==> src/design/mkslp_pkg.sv <==
// package: types, constants and key table for the keypad scanner
`timescale 1ns / 1ps

package mkslp_pkg;

	// widths
	localparam int COUNT_W = 15;
	localparam int THR_W   = 14;
	localparam int LOCK_W  = 8;
	localparam int CODE_W  = 8;
	localparam int PAT_W   = 8;
	localparam int CFG_IDX_W  = 2;
	localparam int CFG_DATA_W = 14;
	localparam int NUM_KEYS   = 8;

	// default saturation limit of the press counter
	localparam int COUNT_LIMIT_DEF = 10000;

	// configuration register indexes
	typedef enum logic [CFG_IDX_W-1:0] {
		CFG_ENABLE  = 2'd0,
		CFG_SHORT   = 2'd1,
		CFG_LONG    = 2'd2,
		CFG_LOCKOUT = 2'd3
	} cfg_idx_t;

	// configuration reset values
	localparam logic              ENABLE_RST  = 1'b0;
	localparam logic [THR_W-1:0]  SHORT_RST   = 14'd30;
	localparam logic [THR_W-1:0]  LONG_RST    = 14'd150;
	localparam logic [LOCK_W-1:0] LOCKOUT_RST = 8'd10;
	localparam logic [LOCK_W-1:0] LOCKOUT_MIN = 8'd2;

	// scan phases
	typedef enum logic [1:0] {
		PH_SAMPLE_HI = 2'd0,
		PH_SAMPLE_LO = 2'd1,
		PH_QUALIFY   = 2'd2
	} phase_t;

	// pattern and code constants
	localparam logic [PAT_W-1:0]  PAT_NONE       = 8'hFF;
	localparam logic [CODE_W-1:0] CODE_NONE      = 8'h00;
	localparam logic [CODE_W-1:0] CODE_UNKNOWN   = 8'hFF;
	localparam logic [CODE_W-1:0] CODE_LONG_BASE = 8'h30;

	// one key bit clear for each key, keys 0..7
	localparam logic [PAT_W-1:0] KEY_PAT [NUM_KEYS] = '{
		8'hEF, 8'hDF, 8'hBF, 8'h7F, 8'hFE, 8'hFD, 8'hFB, 8'hF7
	};

	// short code of a held pattern, unknown when not a single key
	function automatic logic [CODE_W-1:0] key_short_code(input logic [PAT_W-1:0] pat);
		logic [CODE_W-1:0] code;
		code = CODE_UNKNOWN;
		for (int i = 0; i < NUM_KEYS; i++) begin
			if (KEY_PAT[i] == pat) begin
				code = CODE_W'(i);
			end
		end
		return code;
	endfunction

endpackage

==> src/design/matrix_keypad_short_long_press.sv <==
// top level: 2x4 matrix keypad scanner with short and long press codes
//
//  channel | signals                                   | direction
//  --------+-------------------------------------------+----------
//  cfg     | cfg_valid, cfg_ready, cfg_index, cfg_data | in
//  in      | in_valid, in_ready, col0..col3            | in
//  out     | out_valid, out_ready, row0_drive,         | out
//          | row1_drive, beeper, key_event, key_code   |
//
// one tick per cycle while in_ready is high: the result is registered, and
// on an enabled tick the scan state updates, as the tick transfers into the
// single output register. a tick is taken while the output register is empty
// or being emptied. cfg_ready is always high. reset gives the register
// defaults, phase set so the first enabled tick samples the upper keys.
`timescale 1ns / 1ps

module matrix_keypad_short_long_press #(
	parameter int COUNT_LIMIT = mkslp_pkg::COUNT_LIMIT_DEF
) (
	input  logic                              clk,
	input  logic                              arst_n,
	// configuration
	input  logic                              cfg_valid,
	output logic                              cfg_ready,
	input  logic [mkslp_pkg::CFG_IDX_W-1:0]   cfg_index,
	input  logic [mkslp_pkg::CFG_DATA_W-1:0]  cfg_data,
	// tick input
	input  logic                              in_valid,
	output logic                              in_ready,
	input  logic                              col0,
	input  logic                              col1,
	input  logic                              col2,
	input  logic                              col3,
	// result output
	output logic                              out_valid,
	input  logic                              out_ready,
	output logic                              row0_drive,
	output logic                              row1_drive,
	output logic                              beeper,
	output logic                              key_event,
	output logic [mkslp_pkg::CODE_W-1:0]      key_code
);

	localparam int CW = mkslp_pkg::COUNT_W;
	localparam logic signed [CW-1:0] LIMIT = CW'(COUNT_LIMIT);

	// configuration registers
	logic                              enable_q;
	logic [mkslp_pkg::THR_W-1:0]       short_thr_q;
	logic [mkslp_pkg::THR_W-1:0]       long_thr_q;
	logic [mkslp_pkg::LOCK_W-1:0]      lockout_q;

	// scan state
	mkslp_pkg::phase_t                 phase_q, phase_nx;
	logic [mkslp_pkg::PAT_W-1:0]       pat_q, pat_d;
	logic [mkslp_pkg::PAT_W-1:0]       held_q, held_d;
	logic signed [CW-1:0]              cnt_q, cnt_d;
	logic                              row0_q, row0_d;
	logic                              row1_q, row1_d;
	logic                              beep_q, beep_d;

	// result register
	logic                              out_valid_q;
	logic                              event_q, event_d;
	logic [mkslp_pkg::CODE_W-1:0]      code_q, code_d;

	// helpers
	logic                              in_xfer;
	logic                              step_en;
	logic signed [CW-1:0]              cnt_step;
	logic [mkslp_pkg::LOCK_W-1:0]      lock_len;
	logic signed [CW-1:0]              cnt_lock;
	logic                              pressing;
	logic                              long_hit;
	logic                              short_hit;
	logic [mkslp_pkg::CODE_W-1:0]      short_code;

	assign cfg_ready = 1'b1;
	assign in_ready  = !out_valid_q || out_ready;
	assign in_xfer   = in_valid && in_ready;
	assign step_en   = in_xfer && enable_q;

	// configuration writes
	always_ff @(posedge clk or negedge arst_n) begin
		if (!arst_n) begin
			enable_q    <= mkslp_pkg::ENABLE_RST;
			short_thr_q <= mkslp_pkg::SHORT_RST;
			long_thr_q  <= mkslp_pkg::LONG_RST;
			lockout_q   <= mkslp_pkg::LOCKOUT_RST;
		end else if (cfg_valid && cfg_ready) begin
			case (mkslp_pkg::cfg_idx_t'(cfg_index))
				mkslp_pkg::CFG_ENABLE:  enable_q    <= cfg_data[0];
				mkslp_pkg::CFG_SHORT:   short_thr_q <= cfg_data[mkslp_pkg::THR_W-1:0];
				mkslp_pkg::CFG_LONG:    long_thr_q  <= cfg_data[mkslp_pkg::THR_W-1:0];
				mkslp_pkg::CFG_LOCKOUT: lockout_q   <= cfg_data[mkslp_pkg::LOCK_W-1:0];
				default: ;
			endcase
		end
	end

	// next phase
	always_comb begin
		case (phase_q)
			mkslp_pkg::PH_SAMPLE_HI: phase_nx = mkslp_pkg::PH_SAMPLE_LO;
			mkslp_pkg::PH_SAMPLE_LO: phase_nx = mkslp_pkg::PH_QUALIFY;
			default:                 phase_nx = mkslp_pkg::PH_SAMPLE_HI;
		endcase
	end

	// release decay, lockout length and threshold compares
	always_comb begin
		if (cnt_q > 0) begin
			cnt_step = cnt_q - CW'(1);
		end else if (cnt_q < 0) begin
			cnt_step = cnt_q + CW'(1);
		end else begin
			cnt_step = cnt_q;
		end
	end

	assign lock_len   = (lockout_q < mkslp_pkg::LOCKOUT_MIN) ? mkslp_pkg::LOCKOUT_MIN : lockout_q;
	assign cnt_lock   = CW'(0) - CW'(lock_len);
	assign pressing   = (pat_q != mkslp_pkg::PAT_NONE) && !cnt_q[CW-1];
	assign long_hit   = !cnt_step[CW-1] && (cnt_step >= $signed(CW'(long_thr_q)));
	assign short_hit  = !cnt_step[CW-1] && (cnt_step >= $signed(CW'(short_thr_q)));
	assign short_code = mkslp_pkg::key_short_code(held_q);

	// per-phase update of scan state and result
	always_comb begin
		pat_d   = pat_q;
		held_d  = held_q;
		cnt_d   = cnt_q;
		row0_d  = row0_q;
		row1_d  = row1_q;
		beep_d  = beep_q;
		event_d = 1'b0;
		code_d  = mkslp_pkg::CODE_NONE;
		if (enable_q) begin
			case (phase_nx)
				mkslp_pkg::PH_SAMPLE_HI: begin
					pat_d  = {col3, col2, col1, col0, 4'hF};
					row0_d = 1'b0;
					row1_d = 1'b1;
				end
				mkslp_pkg::PH_SAMPLE_LO: begin
					pat_d  = {pat_q[7:4], pat_q[3:0] & {col3, col2, col1, col0}};
					row0_d = 1'b1;
					row1_d = 1'b0;
				end
				default: begin
					if (pressing) begin
						if (pat_q != held_q) begin
							held_d = pat_q;
							cnt_d  = '0;
						end else if (cnt_q < LIMIT) begin
							cnt_d = cnt_q + CW'(1);
						end else begin
							cnt_d = LIMIT;
						end
					end else begin
						cnt_d = cnt_step;
						if (cnt_step == -CW'(1)) begin
							beep_d = 1'b0;
						end
						if (long_hit || short_hit) begin
							event_d = 1'b1;
							if (long_hit) begin
								code_d = (short_code == mkslp_pkg::CODE_UNKNOWN) ?
									mkslp_pkg::CODE_UNKNOWN :
									(mkslp_pkg::CODE_LONG_BASE | short_code);
							end else begin
								code_d = short_code;
							end
							cnt_d  = cnt_lock;
							held_d = mkslp_pkg::PAT_NONE;
							beep_d = 1'b1;
						end
					end
				end
			endcase
		end
	end

	// scan state registers
	always_ff @(posedge clk or negedge arst_n) begin
		if (!arst_n) begin
			phase_q <= mkslp_pkg::PH_QUALIFY;
			pat_q   <= mkslp_pkg::PAT_NONE;
			held_q  <= mkslp_pkg::PAT_NONE;
			cnt_q   <= '0;
			row0_q  <= 1'b1;
			row1_q  <= 1'b0;
			beep_q  <= 1'b0;
		end else if (step_en) begin
			phase_q <= phase_nx;
			pat_q   <= pat_d;
			held_q  <= held_d;
			cnt_q   <= cnt_d;
			row0_q  <= row0_d;
			row1_q  <= row1_d;
			beep_q  <= beep_d;
		end
	end

	// result register valid
	always_ff @(posedge clk or negedge arst_n) begin
		if (!arst_n) begin
			out_valid_q <= 1'b0;
		end else if (in_xfer) begin
			out_valid_q <= 1'b1;
		end else if (out_ready) begin
			out_valid_q <= 1'b0;
		end
	end

	// result register payload
	always_ff @(posedge clk) begin
		if (in_xfer) begin
			event_q <= event_d;
			code_q  <= code_d;
		end
	end

	assign out_valid  = out_valid_q;
	assign row0_drive = row0_q;
	assign row1_drive = row1_q;
	assign beeper     = beep_q;
	assign key_event  = event_q;
	assign key_code   = code_q;

	// rows are always driven opposite
	a_rows_opposite: assert property (@(posedge clk) disable iff (!arst_n)
		row0_q != row1_q)
		else $error("row drives not complementary");

	// no code without an event
	a_code_quiet: assert property (@(posedge clk) disable iff (!arst_n)
		out_valid_q && !event_q |-> code_q == mkslp_pkg::CODE_NONE)
		else $error("key code set without key event");

	// an emitted key switches the beeper on
	a_event_beep: assert property (@(posedge clk) disable iff (!arst_n)
		out_valid_q && event_q |-> beep_q)
		else $error("key event without beeper");

	// press counter never passes its limit
	a_count_limit: assert property (@(posedge clk) disable iff (!arst_n)
		cnt_q <= LIMIT)
		else $error("press counter above limit");

	// a disabled tick leaves the phase alone
	a_disabled_hold: assert property (@(posedge clk) disable iff (!arst_n)
		in_xfer && !enable_q |=> $stable(phase_q))
		else $error("phase moved on a disabled tick");

endmodule
==> config.mk <==
export PLATFORM = sky130hd
export DESIGN_NAME = matrix_keypad_short_long_press
export DESIGN_NICKNAME = d
export VERILOG_FILES = /design/src/design/mkslp_pkg.sv /design/src/design/matrix_keypad_short_long_press.sv
export SDC_FILE = /design/constraint.sdc
export NUM_CORES = 1
export LEC_CHECK = 0
export BUFFER_PORTS_ARGS = -buffer_cell sky130_fd_sc_hd__buf_2
export CAP_MARGIN = 20
export CORE_MARGIN = 5
export CORE_UTILIZATION = 55
export DETAILED_ROUTE_END_ITERATION = 6
export GPL_TIMING_DRIVEN = 0
export PLACE_DENSITY = 0.76
export SETUP_SLACK_MARGIN = 0.2
export SLEW_MARGIN = 20
export SYNTH_ARGS = -nofsm -noshare
export SYNTH_HDL_FRONTEND = slang
export SYNTH_SLANG_ARGS = --single-unit
==> constraint.sdc <==
create_clock -name clk -period 4.6 [get_ports clk]
set_clock_uncertainty 0.2 [all_clocks]
set_input_delay 0.69 -clock clk [delete_from_list [all_inputs] [get_ports clk]]
set_output_delay 0.69 -clock clk [all_outputs]
set_load 0.02 [all_outputs]
==> flow_metrics.py <==
metrics = {
    "run_status": {
        "status": "finished, final reports clean",
    },
    "logic_synthesis": {
        "netlist.area_leader.share_pct": 21.1,
        "synthFlopType": "dfrtp_1",
        "synth_most_common_cell": "inv_1",
        "syn_area_per_cell_um2": 9.61,
        "synth_area_mm2": 0.00545,
        "ys_top_cells_by_area": "dfrtp_1 21%, dfstp_2 14%, mux2_2 8.7%",
        "async_flop_share_pct": 92.5,
        "synth_nets": 625,
        "ys_seq_area_share_pct": 37.9,
        "yosys_warnings": 0,
        "synth.distinct_cells": 75,
        "synth_top_area_cell": "dfrtp_1",
        "syn_inst": 567,
        "synth_common_cells": "51 x inv_1, 46 x dfrtp_1, 42 x mux2_2, 35 x nand2_1, 33 x ha_1",
        "synth_edf_count": 6,
        "ys_ff_latch": 80,
    },
    "floorplan": {
        "ios": 40,
        "die_h_um": 110,
        "die_area_mm2": 0.0120,
        "core_mm2": 0.00973,
        "start_util_pct": 56.0,
        "fp.dieW_um": 110,
        "rows": 36,
    },
    "setup_path": {
        "endpoint_kind": "flop",
        "reg2reg_slack_ps": 260,
        "worstReg2RegStart": "cnt_q[0]",
        "worstPathArrival_ps": 4380,
        "reg2reg_depth": 17,
        "crit_type": "reg2reg",
        "crit_path_start_kind": "flop",
        "startpoint": "cnt_q[0]",
        "cp_max_fo": 10,
        "r2r_end": "cnt_q[0]",
        "critPathRequiredTime_ps": 4650,
        "crit_end": "cnt_q[0]",
    },
    "clocking": {
        "path_clk_slew_ps": 90,
        "ctsLongestPathBuffers": 2,
        "cts_inserted_buffers": 9,
        "cts_tree": "built",
        "clock_sinks": 80,
        "insertion_delay_ps": 370,
        "root_buffer": "clkbuf_8",
        "h-tree-depth": 3,
    },
    "power_and_ir_drop": {
        "power.density_mw_per_mm2": 725,
        "max-vdd-ir-drop_v": 0.000427,
        "p_leak_nw": 2.78,
    },
    "place": {
        "dp_hpwl_um": 10400,
        "gp_congestion": 0.901,
        "port_buffers": 38,
        "pre_cts_slack_ps": -694,
    },
    "sta": {
        "worst_slack_ps": 265,
        "slew_viol_final": 0,
        "clock.fmax_mhz": 231,
        "final-setup-viol-count": 0,
        "finalCriticalPeriod_ps": 4340,
        "fin_crit_sh_pct": 94.2,
        "hold_viol": 0,
        "rsz0062_at_grt": "yes",
        "slew_headroom_pct": 50.9,
        "worst_slew_pin_slew_ps": 729,
    },
    "detailed_routing": {
        "vias_per_cell": 6.23,
        "firstDrtPassIters": 7,
        "vias": 4782,
        "drc_errors": 0,
        "drt_iter0_drc": 402,
        "ant_nets": 0,
        "wire_per_inst_um": 19.0,
        "routed_wl_um": 14600,
    },
    "final_layout": {
        "area_growth_pct": 16.7,
        "fin_nets": 688,
        "utilization_pct": 65.4,
        "multi_input_area_mm2": 0.00322,
        "ff_latch_area_mm2": 0.00207,
        "drive_gt1_share_pct": 29.4,
        "diodes": 0,
        "final.fill_count": 797,
    },
    "grt": {
        "grt_max_degree": 58,
        "grtUsageTotal_pct": 25.1,
        "first_global_vias": 4722,
        "grt_first_pass_wirelength_um": 23300,
        "grt_overflow": 0,
        "antenna_found_initial": 0,
    },
    "min_path": {
        "hold_path.class": "reg2reg",
        "min-delay-start": "row1_drive",
    },
    "job": {
        "drv_cap": 0,
    },
}
-- where the power goes --
part           switching (mW)  total (mW)  internal [mW]  leakage [nW]
clock                   0.285       0.594          0.310         0.108
combinational            1.68        2.86           1.18          1.76
sequential              0.174        1.16          0.982         0.915
-- flip-flops by register name (all words and copies together) (netlist names), 2 cells and up --
register,flops
phase_q,2
long_thr_q,14
pat_q,8
key_code,5
cnt_q,15
lockout_q,8
held_q,8
short_thr_q,14
-- routing by layer --
| metal | track usage [%] | share of wire (%) | up-vias |
|---|---|---|---|
| li1 | - | - | 2204 |
| met5 | 0 | 0 | - |
| met1 | 31.6 | 41 | 2307 |
| met4 | 11.1 | 3.6 | 0 |
| met2 | 41.4 | 49 | 213 |
| met3 | 5.34 | 6.9 | 58 |
-- stage by stage --
step / hold WS [ps] / cells / TNS (ps) / area (µm²) / total power [mW]
2_1_floorplan: 194 / 567 / 0 / 5450 / 2.88
3_3_place_gp: 255 / 738 / -12300 / 5810 / 3.38
3_5_place_dp: 266 / 739 / -13740 / 5840 / 3.52
4_1_cts: 291 / 764 / 0 / 6230 / 4.38
5_1_grt: 328 / 768 / 0 / 6360 / 4.92
6_report: 291 / 768 / 0 / 6360 / 4.61
-- critical path, stage by stage, from the launching register on --
cell and delay (ps):
dfrtp_1 410, buf_4 190, inv_2 100, ha_4 160, nor4b_4 180, buf_4 190, nand4_4 190, a31oi_1 450
inv_1 170, ha_1 350, nand4_1 130, nor3_2 210, o21ai_0 100, and3_1 220, and3_1 180, buf_4 160
or4_1 490, o311ai_2 130
-- layout by cell type, fill, tap and decap left out, types with 5 or more instances in the layout --
master	instances
nand4_1	15
o21ai_0	22
buf_2	40
xor2_1	5
buf_4	20
dfstp_2	28
a31oi_1	9
ha_1	32
a21oi_1	19
o22ai_1	5
xnor2_1	14
and2_1	5
o22a_1	6
and3_1	11
nand3_1	15
nand2_1	35
dfrtp_1	45
a21o_1	6
o211ai_1	7
nor2_1	26
mux2_2	42
a32oi_1	5
edfxtp_1	6
nor2b_1	10
clkbuf_8	9
clkbuf_1	22
o221ai_1	9
inv_1	50
and4_1	6
nor3_1	10
-- area by class of cell --
| cell class | count | share of cell area, % |
|---|---|---|
| plain buffers | 35 | 2.73 |
| multi-input cells | 401 | 50.6 |
| inverters | 51 | 3.01 |
| clock buffers | 10 | 2.01 |
| clock inverters | 6 | 1.46 |
| repair buffers | 52 | 5.04 |
| flip-flops and latches | 80 | 32.5 |
| well taps | 133 | 2.62 |
-- how the worst min path moves through the flow --
stage / endpoint / slack, ps / cells past startpoint
floorplan: beeper / 190 / 0
global placement: row1_drive / 250 / 2
detailed placement: row1_drive / 270 / 2
CTS: row1_drive / 290 / 2
global route: short_thr_q[7] / 330 / 1
finish: row1_drive / 290 / 2
-- repair_timing --
| action | 4_1_cts | 5_1_grt |
|---|---|---|
| endpoints found under the setup margin | 30 | 30 |
| gates resized for setup | 19 | 19 |
| buffers inserted | 8 | 4 |
| pin swaps | 5 | 6 |
| endpoints found under the hold margin | 10 | 0 |
| hold buffers | 1 | 0 |
-- cells by family (layout without fill, tap and decap cells) --
| group | Yosys count | after routing | synth area share [%] |
|---|---|---|---|
| buf+inv | 86 | 154 | 6.66 |
| other cells | 1 | 1 | 0.0688 |
| simple gates | 168 | 168 | 17.4 |
| xor+xnor | 24 | 24 | 3.86 |
| mux | 45 | 45 | 9.23 |
| flops | 80 | 80 | 37.9 |
| compound gates | 130 | 130 | 17.3 |
| fa+ha+maj | 33 | 33 | 7.58 |
Power figures use the tool's default switching activity.
